--- config.mk ---
export PLATFORM = sky130hd
export DESIGN_NAME = dpt_ram
export DESIGN_NICKNAME = d
export VERILOG_FILES = /design/src/rtl/core/dpt_ram.sv
export SDC_FILE = /design/constraint.sdc
export NUM_CORES = 1
export LEC_CHECK = 0
export ABC_CLOCK_PERIOD_IN_PS = 3300
export BUFFER_PORTS_ARGS = -buffer_cell sky130_fd_sc_hd__buf_2
export CELL_PAD_IN_SITES_DETAIL_PLACEMENT = 1
export CELL_PAD_IN_SITES_GLOBAL_PLACEMENT = 2
export CORE_ASPECT_RATIO = 0.75
export CORE_MARGIN = 3
export CORE_UTILIZATION = 50
export CTS_CLUSTER_SIZE = 8
export DETAILED_ROUTE_END_ITERATION = 8
export PLACE_DENSITY_LB_ADDON = 0.25
export SYNTH_ARGS = -nofsm -noshare
export SYNTH_HDL_FRONTEND = slang
export SYNTH_SLANG_ARGS = --single-unit
--- constraint.sdc ---
create_clock -name clk -period 3.3 [get_ports clk]
set_input_delay 0.66 -clock clk [delete_from_list [all_inputs] [get_ports clk]]
set_output_delay 0.66 -clock clk [all_outputs]
set_load 0.005 [all_outputs]
--- src/rtl/core/dpt_ram.sv ---
module dpt_ram #(
  parameter int WIDTH = 8,
  parameter int DEPTH = 16,
  localparam int AW = (DEPTH > 1) ? $clog2(DEPTH) : 1
) (
  input  logic             clk,
  input  logic             we,
  input  logic [AW-1:0]    waddr,
  input  logic [WIDTH-1:0] wdata,
  input  logic             re,
  input  logic [AW-1:0]    raddr,
  output logic [WIDTH-1:0] rdata
);

  logic [WIDTH-1:0] mem [DEPTH];

  always_ff @(posedge clk) begin
    if (we) begin
      mem[waddr] <= wdata;
    end
    if (re) begin
      rdata <= mem[raddr];
    end
  end

endmodule

==> metrics.cfg <==
[worst_setup_path]
crit_start = raddr[0]
cp_slowest_cell = mux4_1
startpoint_type = input pin
worstReg2RegStart = mem[1][3]
rr_worst_depth = 3
crit_fanout = 18
crit_chain = buf_2 -> buf_4 -> mux4_1 -> a22oi_1 -> nand2_1
critPathCaptureType = flop
critical_path_class = in -> reg
critPathRequiredTime_ns = 3.46
critPathMaxStageDelay_ns = 0.58
worstPathArrival_ns = 2.32

[grt]
grt_pass1_wl_um = 16400
grt_usage_pct = 20.5
antenna_found_initial = 0
grt_pass1_vias = 2679
grt_overflow = 0
grt_max_degree = 29

[power]
p_total_w = 0.00407
ir_worst_vdd_mv = 0.600
p_per_area_nw_per_um2 = 662
power_leakage_nw = 2.07

[run]
max_cap_viol_count = 0

[die]
die_y_um = 94.6
die_area_um2 = 11700
initial_core_util_pct = 52.6
coreArea_um2 = 9930
die_width_um = 124
ios = 27
row_count = 31

[timing]
setup_tns_ns = 0
max_freq_mhz = 463
tightest_slew_ns = 0.898
hold_viol = 0
setup_viol = 0
skew_ns = 0.0117
rsz0062_at_grt = no
maxSlewHeadroom_pct = 39.9
period_share_pct = 65.4
slew_violations = 0
layout_min_cycle_time_ns = 2.16

[detailed_routing]
drt-met1-wl_um = 4690
drt_iter0_drc = 226
wl_met3_um = 659
dr.max_layer_used = met4
vias = 2429
drt_pre_antenna_iters = 4
viasPerCell = 5.77
dr_wl_met2_um = 5340
wl_um = 10800
drc = 0
ant_nets = 0
wl_per_cell_um = 25.5

[finish]
finalInstanceArea_um2 = 6150
n_fill_cell = 848
nets = 295
syn2layout_area_growth_pct = 17.6
regArea_um2 = 4080
insertedDiodeCount = 0
drive_gt1_share_pct = 29.8
multi_input_area_um2 = 1060

[placed_design]
hpwl_um = 6850
gp_congestion = 0.725
placed_area_um2 = 5540
port_buffers = 26

[synth]
ys_seq_area_share_pct = 78.1
synth_fp_nets = 248
ys_warn_count = 0
syn_inst = 229
ys_ff_latch = 136
synth_area_per_cell_um2 = 22.8
netlist_area_um2 = 5230
synthDistinctLibCells = 18

[clocking]
cts_made_buffers = 17
cts_resized = 0
hold_buffers = 0
cts_buffer_depth = 2
path_clk_slew_ns = 0.06
h-tree-depth = 4
cts_setup_buffers = 0
cts-root-buf = clkbuf_16
cts_tree = done
clock_latency_ns = 0.41
clock-sinks = 136

[worst_hold_path]
hold_depth = 1
hold_start = re
min_path_type = in -> reg

[outcome]
outcome = finished, final reports clean

[Yosys cell counts (all sizes together)]
master	count	area [µm²]
edfxtp	136	4080
mux4	32	773
a22oi	16	120
nor2	13	48.8
nand2	9	33.8
buf	7	56.3
nor3	4	20.0
clkdlybuf4s25	3	30.0
nand2b	2	12.5
nand3b	2	15.0
and2	1	6.26
and2b	1	7.51
nand3	1	5.00
nor2b	1	6.26
or3b	1	8.76
[final cells by class]
cell class                 instances  area share (%)
multi-input combinational         83            17.2
clock inverter                    15            2.99
tap                              132            2.69
clock buffer                      17            6.92
timing repair buffer              38            3.79
sequential                       136            66.4
[layer usage]
metal	GRT usage (%)	vias to the layer above
li1	-	1073
met3	5.69	4
met5	0	-
met2	31.2	73
met4	6.29	0
met1	29.5	1279
[sequential cells by signal (all words and copies together) (netlist names)]
register,count
mem,128
rdata,8
[cell usage in the layout, fill, tap and decap left out]
| master | instances |
|---|---|
| and2b_1 | 1 |
| mux4_1 | 14 |
| edfxtp_1 | 136 |
| nand3b_1 | 2 |
| nor3_1 | 4 |
| buf_12 | 1 |
| nor2b_1 | 1 |
| clkbuf_16 | 17 |
| clkinvlp_4 | 2 |
| buf_2 | 26 |
| buf_4 | 11 |
| nand3_1 | 1 |
| clkinv_2 | 4 |
| a22oi_1 | 16 |
| clkinv_4 | 2 |
| or3b_2 | 1 |
| nand2_1 | 9 |
| mux4_2 | 18 |
| nor2_1 | 13 |
| clkinv_1 | 3 |
| nand2b_1 | 2 |
| and2_1 | 1 |
| bufinv_16 | 4 |
[cell families after synthesis]
logic type / Yosys count / synth area share (%)
flops: 136 / 78.1
simple gates: 35 / 3.14
mux: 32 / 14.8
compound gates: 16 / 2.30
buf+inv: 10 / 1.65
[worst max-delay path: cells and delay by family]
kind | cells | cell delay, ns
AND/OR/NAND/NOR | 1 | 0.07
buffers and inverters | 2 | 0.81
multiplexers | 1 | 0.58
AO/OA/AOI/OAI | 1 | 0.21
[per-stage QoR]
step                setup slack [ns]  hold WS (ns)  util, %  cells
floorplan                       1.15         0.705        -    229
global placement               0.738         0.739     55.8    389
detailed placement             0.684         0.748     55.8    389
CTS                             1.12         0.603     61.9    421
global route                    1.01         0.607     61.9    421
finish                          1.14         0.614     61.9    421
[where the power goes]
group	total (W)	leakage, nW	internal (W)	switching, W
Sequential	0.00196	1.24	0.00195	0.0000112
Combinational	0.000175	0.541	0.0000728	0.000102
Clock	0.00194	0.295	0.00125	0.000686
Total	0.00407	2.07	0.00327	0.000800
[worst paths after layout]
path,end,slack (ns)
max reg2reg,rdata[3],1.80
max,rdata[2],1.14
min,rdata[4],0.61
min reg2reg,rdata[0],0.76
No activity file was read; power rests on OpenSTA's default activity.
