File: src/rtl/core/dpt_pkg.sv
package dpt_pkg;

  // The access address is 13 bits wide, and the page offset takes its low bits,
  // so the page number width and the page table depth follow from these two.
  localparam int VADDR_W     = 13;
  localparam int OFFSET_BITS = 2;
  localparam int VP_W        = VADDR_W - OFFSET_BITS;
  localparam int VIRT_PAGES  = 1 << VP_W;

  localparam int FRAMES_DEF     = 8;
  localparam int SWAP_SLOTS_DEF = 128;

endpackage

File: src/rtl/core/dpt_slot_alloc.sv
module dpt_slot_alloc #(
  parameter int SWAP_SLOTS = dpt_pkg::SWAP_SLOTS_DEF,
  localparam int SLOT_W = $clog2(SWAP_SLOTS),
  localparam int CNT_W  = $clog2(SWAP_SLOTS + 1)
) (
  input  logic              clk,
  input  logic              rst,
  input  logic              take,
  output logic              avail,
  output logic [SLOT_W-1:0] slot
);

  logic [CNT_W-1:0] count;

  // The counter saturates at the slot count; once there, no slot is handed out.
  assign avail = (count < CNT_W'(SWAP_SLOTS));
  assign slot  = count[SLOT_W-1:0];

  always_ff @(posedge clk) begin
    if (rst) begin
      count <= '0;
    end else if (take && avail) begin
      count <= count + CNT_W'(1);
    end
  end

  a_count_bounded: assert property (@(posedge clk) disable iff (rst)
    count <= CNT_W'(SWAP_SLOTS))
    else $error("swap slot counter passed the slot count");

  a_count_steps: assert property (@(posedge clk) disable iff (rst)
    (take && avail) |=> (count == $past(count) + CNT_W'(1)))
    else $error("swap slot counter did not advance on allocation");

  a_count_holds: assert property (@(posedge clk) disable iff (rst)
    !take |=> $stable(count))
    else $error("swap slot counter moved without allocation");

endmodule

File: config.mk
export PLATFORM = sky130hd
export DESIGN_NAME = dpt_slot_alloc
export DESIGN_NICKNAME = d
export VERILOG_FILES = /design/src/rtl/core/dpt_pkg.sv /design/src/rtl/core/dpt_slot_alloc.sv
export SDC_FILE = /design/constraint.sdc
export NUM_CORES = 1
export LEC_CHECK = 0
export BUFFER_PORTS_ARGS = -buffer_cell sky130_fd_sc_hd__buf_2
export CORE_AREA = 2 2 39 41
export DETAILED_ROUTE_END_ITERATION = 8
export DIE_AREA = 0 0 41 43
export HOLD_SLACK_MARGIN = 0.03
export MAX_ROUTING_LAYER = met4
export SLEW_MARGIN = 20
export SYNTH_ARGS = -nofsm -noshare
export SYNTH_HDL_FRONTEND = slang
export SYNTH_SLANG_ARGS = --single-unit
File: constraint.sdc
create_clock -name clk -period 1.1 [get_ports clk]
set_input_delay 0.055 -clock clk [delete_from_list [all_inputs] [get_ports clk]]
set_output_delay 0.055 -clock clk [all_outputs]
set_load 0.02 [all_outputs]
==> impl_metrics.csv, run 1 <==
group,metric,value,unit
routing,route.final.wire_length,860,microns
cts,cts_tree,"done",
power_and_ir_drop,total_power,655,uW
routing,dr.pass1.iters,4,
setup_path,cpPeakStageDelay,0.36,ns
synthesis,post_syn_area,435,sq um
cts,worst_skew_pair.late_latency,0.26,ns
routing,detail_route.wl_per_cell,10.9,microns
sta,max_slew_margin,86.0,%
sta,max_freq,805,MHz
setup_path,timing.critical_path.arrival,1.39,ns
power_and_ir_drop,areal_power_density_over_the_cells,1110,nW/um^2
cts,cts_inserted_buffers,3,
sta,timing.final.crit_period,1.24,ns
sta,setup_repair_after_global_routing_missed_its_margin,"yes",
synthesis,avgSynthCellArea,9.07,sq um
setup_path,worstPathRequired,1.25,ns
setup_path,worst_setup_path_end_kind,"register",
setup_path,slowest_cell_on_crit_path,"sky130_fd_sc_hd__dfxtp_4",
sta,total_of_endpoints_with_negative_setup_slack_in_the_final_report,5,
grt,first_global_vias,364,
sta,final_min_period_over_clock_period,113,%
final_layout,area_growth_syn_to_layout,35.1,%
grt,grt_overflow,0,
cts,cts-htree-levels,1,
min_path,worst_hold_path_type,"input port to register",
power_and_ir_drop,peakVddDrop,0.000572,V
sta,worst-slew-pin-transition,0.210,ns
final_layout,final_cells,79,
final_layout,largest_register_ffs,8,
grt,grt_antenna_before_repair,0,
place,gpl_congestion,0.624,
place,place_worst_setup_slack,-0.159,ns
place,number_of_buffer_cells_added_on_primary_ports,10,
setup_path,crit_fanout,3,
die,boundaryPins,11,
routing,count_of_nets_left_with_antenna_violations_after_detail_routing,0,
grt,grt_first_pass_wirelength,1.38,mm
routing,initialDrtViolationCount,3,
synthesis,post_synthesis_net_count,52,
synthesis,synth_seq_cells,8,
routing,met1Wirelength,352,microns
final_layout,reg_top3,"count: 8 flops",
die,placementRows,14,
sta,clock-skew-final,0.00345,ns
synthesis,synthCells,48,
final_layout,finalNetCount,68,
place,cell_total_after_placement,72,
synthesis,ys_types,24,
die,start_util,31.5,%
setup_path,critPathLaunchType,"register",
setup_path,timing.rr.end,"count[4]",
grt,grt_usage,12.6,%
min_path,timing.hold.worst_endpoint,"count[0]",
sta,hold_violations,0,
sta,drv_slew,0,
cts,cts_root_buf,"sky130_fd_sc_hd__clkbuf_4",
synthesis,synth-warning-count,0,
routing,dr_wl_met2,441,microns
final_layout,n_antenna_cell,0,
die,die-width,41,microns
place,postPlaceCellArea,514,sq um
min_path,worstHoldPathCells,2,
status,violated_checks,"negative setup slack",
final_layout,regMostFlops,"count",
setup_path,worstReg2RegStart,"count[0]",
setup_path,family_of_cells_with_the_greatest_summed_delay_on_the_critical_path,"flip-flops",
routing,num_vias,358,
die,die-height,43,microns
setup_path,worst-r2r-setup-slack,-0.14,ns
setup_path,timing.reg2reg.worst_path_depth,4,
final_layout,post_route_cells_drive_above_1_share,52.4,%
grt,maximum_number_of_pins_on_one_net_before_global_route_repair,13,
routing,post-route-drc-count,0,
final_layout,fin_area,588,sq um
flow_run,timing.max_cap.violations,0,
setup_path,cp_num_buf_inv,0,
place,hpwl,638,microns
status,status,"complete, but fails checks",
setup_path,worstSetupPathType,"register to register",
routing,vias_per_std_cell,4.53,
die,core_area,1380,sq um
final_layout,utilization,42.5,%
min_path,timing.hold.worst.start,"rst",
power_and_ir_drop,power.leakage,0.260,nW
die,die-area,1760,sq um
cts,clkTransAtPathRegs,0.06,ns
cts,tritoncts_num_sinks,8,
routing,top_signal_layer_used,"met4",
synthesis,portion_of_the_post_synthesis_area_used_by_sequential_elements,36.8,%
sta,setup_ws,-0.142,ns
routing,route.met3.wl,47,microns
cts,clk_path_buf_depth,2,
setup_path,critical_path.cell_chain,"ha_4 > nand4b_1 > nor2_2 > mux2_4",
[per-stage QoR]
step                TNS, ns  hold slack (ns)
global route         -0.711            0.130
floorplan            -0.124            0.281
global placement     -0.294            0.372
CTS                  -0.371            0.106
finish               -0.412            0.115
detailed placement   -0.366            0.374
[per-layer routing]
layer / GRT usage (%) / vias up
met4: 8.00 / 0
met5: - / -
met1: 11.7 / 164
li1: - / 183
met2: 19.4 / 9
met3: 6.28 / 2
[how the worst max path moves through the flow]
stage / start / end / slack [ns] / cells past startpoint
final: count[0] / count[4] / -0.14 / 4
after global routing: count[0] / count[4] / -0.21 / 4
after CTS: count[0] / count[4] / -0.12 / 4
after detailed placement: count[1] / count[4] / -0.16 / 4
after global placement: count[1] / count[4] / -0.14 / 4
after floorplan: count[7] / count[3] / -0.07 / 3
[worst reg2reg max path: stages (launching register included)]
cell and delay [ns]:
sky130_fd_sc_hd__dfxtp_4 0.36, sky130_fd_sc_hd__ha_4 0.13, sky130_fd_sc_hd__nand4b_1 0.18, sky130_fd_sc_hd__nor2_2 0.16
sky130_fd_sc_hd__mux2_4 0.31
[cells by family (layout without fill, tap and decap cells)]
logic type / after synthesis / in the layout / share of synthesized area (%)
AO/OA/AOI/OAI: 3 / 3 / 4.31
AND/OR/NAND/NOR: 20 / 20 / 26.4
adder cells (fa/ha/maj): 1 / 1 / 2.87
XOR/XNOR: 2 / 2 / 4.02
multiplexers: 4 / 4 / 10.9
flip-flops: 8 / 8 / 36.8
buffers and inverters: 10 / 25 / 14.7
[cells in the final DEF, fill, tap and decap left out]
| cell type | n |
|---|---|
| sky130_fd_sc_hd__a21oi_1 | 1 |
| sky130_fd_sc_hd__and2b_4 | 1 |
| sky130_fd_sc_hd__and4_1 | 1 |
| sky130_fd_sc_hd__and4_4 | 1 |
| sky130_fd_sc_hd__buf_2 | 9 |
| sky130_fd_sc_hd__buf_4 | 9 |
| sky130_fd_sc_hd__buf_6 | 1 |
| sky130_fd_sc_hd__clkbuf_1 | 1 |
| sky130_fd_sc_hd__clkbuf_4 | 3 |
| sky130_fd_sc_hd__dfxtp_1 | 5 |
| sky130_fd_sc_hd__dfxtp_2 | 1 |
| sky130_fd_sc_hd__dfxtp_4 | 2 |
| sky130_fd_sc_hd__ha_4 | 1 |
| sky130_fd_sc_hd__inv_1 | 2 |
| sky130_fd_sc_hd__mux2_4 | 3 |
| sky130_fd_sc_hd__mux2i_1 | 1 |
| sky130_fd_sc_hd__nand2b_1 | 1 |
| sky130_fd_sc_hd__nand3_1 | 2 |
| sky130_fd_sc_hd__nand3b_1 | 1 |
| sky130_fd_sc_hd__nand4b_1 | 1 |
| sky130_fd_sc_hd__nor2_1 | 8 |
| sky130_fd_sc_hd__nor2_2 | 1 |
| sky130_fd_sc_hd__nor2b_1 | 2 |
| sky130_fd_sc_hd__o21ai_1 | 1 |
| sky130_fd_sc_hd__o2bb2ai_1 | 1 |
| sky130_fd_sc_hd__or3_1 | 1 |
| sky130_fd_sc_hd__xnor2_2 | 1 |
| sky130_fd_sc_hd__xor2_1 | 1 |
[final cells by class]
cell class	count	area [sq um]
Fill cell	146	796
Timing Repair Buffer	19	124
Clock buffer	4	26.3
Sequential cell	8	169
Tap cell	16	20.0
Inverter	2	7.51
Multi-Input combinational cell	30	241
[power by group]
| group | internal [mW] | leakage, nW | switching [mW] | total, mW |
|---|---|---|---|---|
| registers | 0.299 | 0.0666 | 0.00956 | 0.308 |
| clock network | 0.139 | 0.0150 | 0.108 | 0.247 |
| logic | 0.0550 | 0.178 | 0.0444 | 0.0994 |
| total | 0.493 | 0.260 | 0.162 | 0.655 |
[cell usage after synthesis]
library cell / count / share of area (%)
sky130_fd_sc_hd__nor2_1: 9 / 7.8
sky130_fd_sc_hd__dfxtp_1: 8 / 37
sky130_fd_sc_hd__buf_4: 7 / 12
sky130_fd_sc_hd__inv_1: 2 / 1.7
sky130_fd_sc_hd__nand3_1: 2 / 2.3
sky130_fd_sc_hd__nor2b_1: 2 / 2.9
sky130_fd_sc_hd__a21oi_1: 1 / 1.1
sky130_fd_sc_hd__and2b_4: 1 / 2.3
sky130_fd_sc_hd__and4_1: 1 / 2.0
sky130_fd_sc_hd__and4_4: 1 / 2.6
sky130_fd_sc_hd__clkbuf_1: 1 / 0.86
sky130_fd_sc_hd__ha_1: 1 / 2.9
sky130_fd_sc_hd__mux2_1: 1 / 2.6
sky130_fd_sc_hd__mux2_2: 1 / 2.6
sky130_fd_sc_hd__mux2_4: 1 / 3.4
sky130_fd_sc_hd__mux2i_1: 1 / 2.3
sky130_fd_sc_hd__nand2b_1: 1 / 1.4
sky130_fd_sc_hd__nand3b_1: 1 / 1.7
sky130_fd_sc_hd__nand4b_1: 1 / 2.0
sky130_fd_sc_hd__o21ai_0: 1 / 1.1
sky130_fd_sc_hd__o2bb2ai_1: 1 / 2.0
sky130_fd_sc_hd__or3_1: 1 / 1.4
sky130_fd_sc_hd__xnor2_1: 1 / 2.0
sky130_fd_sc_hd__xor2_1: 1 / 2.0
[repair_timing]
item	in CTS	in global routing
endpoints found under the setup margin	4	5
gates resized for setup	4	4
setup buffers	2	1
pin swaps	1	0
hold buffers	0	0
Note: power is estimated with default switching activity, not from simulation.
==> run 2: changes to the inputs <==
--- a/config.mk
+++ b/config.mk
@@ -5,13 +5,14 @@
 export SDC_FILE = /design/constraint.sdc
 export NUM_CORES = 1
 export LEC_CHECK = 0
+export ABC_AREA = 1
 export BUFFER_PORTS_ARGS = -buffer_cell sky130_fd_sc_hd__buf_2
 export CORE_AREA = 2 2 39 41
 export DETAILED_ROUTE_END_ITERATION = 8
 export DIE_AREA = 0 0 41 43
 export HOLD_SLACK_MARGIN = 0.03
 export MAX_ROUTING_LAYER = met4
-export SLEW_MARGIN = 20
+export SLEW_MARGIN = 10
 export SYNTH_ARGS = -nofsm -noshare
 export SYNTH_HDL_FRONTEND = slang
 export SYNTH_SLANG_ARGS = --single-unit
==> run 2 against run 1 <==
The run now ends clean. Fmax up 25%. Worst hold slack better by 0.019 ns. Final area down 15%. First-iteration DRC count up 67%. Sequential share of layout area up 3.4 points. Critical path depth up 2. Register-to-register slack better by 0.25 ns. Sequential cell count unchanged. Non-clock buffer count down 6. Count of clock-buffer cells in the layout down 1. Utilization down 6.4 points.
==> impl_metrics.csv, run 2 <==
group,metric,value,unit
status,status,"finished clean",
die,start_util,31.4,%
die,die-width,41,microns
final_layout,post_route_cells_drive_above_1_share,30.0,%
synthesis,portion_of_the_post_synthesis_area_used_by_sequential_elements,36.9,%
setup_path,setup.worst_path.start,"count[1]",
setup_path,timing.reg2reg.worst_path_depth,6,
power_and_ir_drop,areal_power_density_over_the_cells,1200,nW/um^2
setup_path,worst-r2r-setup-slack,0.10,ns
cts,clk_path_buf_depth,2,
synthesis,synth_area_leaders,"sky130_fd_sc_hd__dfxtp_1, sky130_fd_sc_hd__buf_4, sky130_fd_sc_hd__nand2_1",
die,die-area,1760,sq um
final_layout,regMostFlops,"count",
die,placementRows,14,
sta,setup_repair_after_global_routing_missed_its_margin,"no",
power_and_ir_drop,power.share.sequential,50.4,%
synthesis,synthCells,61,
sta,max_slew_margin,87.5,%
sta,hold_ws,0.134,ns
routing,route.final.wire_length,768,microns
cts,cts_inserted_buffers,3,
power_and_ir_drop,power_report.internal_total,451,uW
routing,count_of_nets_left_with_antenna_violations_after_detail_routing,0,
grt,grt_antenna_before_repair,0,
sta,drv_slew,0,
sta,setup_ws,0.105,ns
setup_path,critPathLaunchType,"register",
place,cell_total_after_placement,82,
power_and_ir_drop,switching_share,24.9,%
final_layout,largest_register_ffs,8,
setup_path,worstSetupPathType,"register to register",
final_layout,reg_top3,"count: 8 flops",
die,core_area,1380,sq um
synthesis,synth-edff-count,0,
setup_path,worstReg2RegStart,"count[1]",
cts,worst_skew_pair.late_latency,0.26,ns
min_path,worstHoldPathCells,3,
setup_path,worst_setup_path_end_kind,"register",
synthesis,post_synthesis_net_count,65,
die,boundaryPins,11,
die,die-height,43,microns
place,place_worst_setup_slack,0.113,ns
min_path,worst_hold_path_type,"input port to register",
grt,first_global_vias,316,
setup_path,worstPathRequired,1.25,ns
routing,initialDrtViolationCount,5,
cts,cts-htree-levels,1,
grt,grt_util_met3,3.14,%
grt,grt_usage,11.3,%
sta,final_min_period_over_clock_period,90.5,%
power_and_ir_drop,power.leakage,0.216,nW
final_layout,layout.cells.most_common_list,"sky130_fd_sc_hd__nand2_1, sky130_fd_sc_hd__nor2_1, sky130_fd_sc_hd__buf_2, sky130_fd_sc_hd__dfxtp_1, sky130_fd_sc_hd__nand3_1",
cts,cts_root_buf,"sky130_fd_sc_hd__clkbuf_4",
power_and_ir_drop,power_frac_clock,37.9,%
routing,dr.pass1.iters,3,
cts,clkTransAtPathRegs,0.05,ns
routing,num_vias,379,
synthesis,synth-async-reset-ratio,0,%
synthesis,avgSynthCellArea,7.12,sq um
grt,most_heavily_used_metal_layer_in_global_routing,"met2",
min_path,timing.hold.worst.start,"take",
power_and_ir_drop,peakVddDrop,0.000452,V
synthesis,synth.cells.most_frequent,"sky130_fd_sc_hd__nand2_1, sky130_fd_sc_hd__nor2_1, sky130_fd_sc_hd__dfxtp_1",
sta,tns,0,ns
grt,grt_first_pass_wirelength,1.22,mm
place,hpwl,599,microns
synthesis,yosys_most_used_dff,"sky130_fd_sc_hd__dfxtp_1",
grt,groute.layer.met1.usage,13.5,%
sta,clock-skew-final,0.00167,ns
sta,max_freq,1000,MHz
grt,grt_overflow,0,
cts,cts_tree,"done",
setup_path,timing.critical_path.arrival,1.15,ns
final_layout,n_antenna_cell,0,
final_layout,fin_area,499,sq um
sta,total_of_endpoints_with_negative_setup_slack_in_the_final_report,0,
place,gpl_congestion,0.690,
routing,detail_route.wl_per_cell,8.93,microns
synthesis,synth-warning-count,0,
final_layout,finalNetCount,76,
sta,worst-slew-pin-transition,0.188,ns
place,number_of_buffer_cells_added_on_primary_ports,10,
synthesis,netlist.area_leader.share,36.9,%
sta,hold_violations,0,
routing,vias_per_std_cell,4.41,
setup_path,timing.rr.end,"count[6]",
place,postPlaceCellArea,467,sq um
flow_run,timing.max_cap.violations,0,
synthesis,synth_seq_cells,8,
grt,grtUsageMet2,13.8,%
power_and_ir_drop,combinationalPowerShare,11.7,%
grt,maximum_number_of_pins_on_one_net_before_global_route_repair,9,
cts,tritoncts_num_sinks,8,
synthesis,ys_types,15,
setup_path,crit_fanout,4,
routing,post-route-drc-count,0,
final_layout,final_cells,86,
final_layout,area_growth_syn_to_layout,15.0,%
setup_path,critical_path.endpoint,"count[6]",
synthesis,netlist.top_cell.by_area,"sky130_fd_sc_hd__dfxtp_1",
power_and_ir_drop,total_switching_power,149,uW
synthesis,post_syn_area,434,sq um
sta,timing.final.crit_period,0.995,ns
==> run 2: cells by family after synthesis <==
group	count (synthesis)	synth area share (%)
fa+ha+maj	1	2.88
simple gates	32	33.1
flops	8	36.9
compound gates	8	10.7
buf+inv	12	16.4
==> run 2: what timing repair did <==
| item | 4_1_cts | 5_1_grt |
|---|---|---|
| hold endpoints to repair | 2 | 0 |
| hold buffers | 1 | 0 |
| resized for setup | 0 | 0 |
| buffers inserted | 0 | 0 |
| endpoints found under the setup margin | 0 | 0 |
==> run 2: final cells by class <==
cell class	instances	area [sq um]
flip-flops and latches	8	160
clock buffers	3	22.5
inverters	5	18.8
repair buffers	13	75.1
multi-input cells	41	203
fillers	156	885
well taps	16	20.0
==> run 2: per-stage QoR <==
| step | total power [mW] | utilization, % |
|---|---|---|
| after global routing | 0.638 | 36.1 |
| final | 0.601 | 36.1 |
| after detailed placement | 0.377 | 33.7 |
| after floorplan | 0.358 | - |
| after CTS | 0.612 | 36.1 |
| after global placement | 0.377 | 33.7 |
==> run 2: worst max-delay path, cell delays in order, from the launching register on <==
cell	delay [ns]
sky130_fd_sc_hd__dfxtp_1	0.34
sky130_fd_sc_hd__ha_1	0.16
sky130_fd_sc_hd__inv_1	0.08
sky130_fd_sc_hd__nor2_4	0.14
sky130_fd_sc_hd__nand3_1	0.08
sky130_fd_sc_hd__nand2_1	0.06
sky130_fd_sc_hd__nor2_1	0.03
==> run 2: metal layers <==
layer / vias up / routed length (microns)
met2: 10 / 310
li1: 208 / -
met3: 5 / 36
met4: 0 / 42
met5: - / 0
met1: 156 / 379
==> run 2: power groups by stage <==
stage	clock network, mW	registers [mW]	logic [mW]
6_report	0.228	0.303	0.0702
5_1_grt	0.256	0.304	0.0778
4_1_cts	0.238	0.303	0.0713
3_5_place_dp	0	0.309	0.0684
3_3_place_gp	0	0.309	0.0678
2_1_floorplan	0	0.311	0.0478
==> run 2: how the worst min path moves through the flow <==
stage	slack, ns	endpoint
floorplan	0.12	count[7]
global placement	0.25	count[7]
detailed placement	0.25	count[7]
CTS	0.14	count[0]
global route	0.14	count[0]
finish	0.13	count[0]
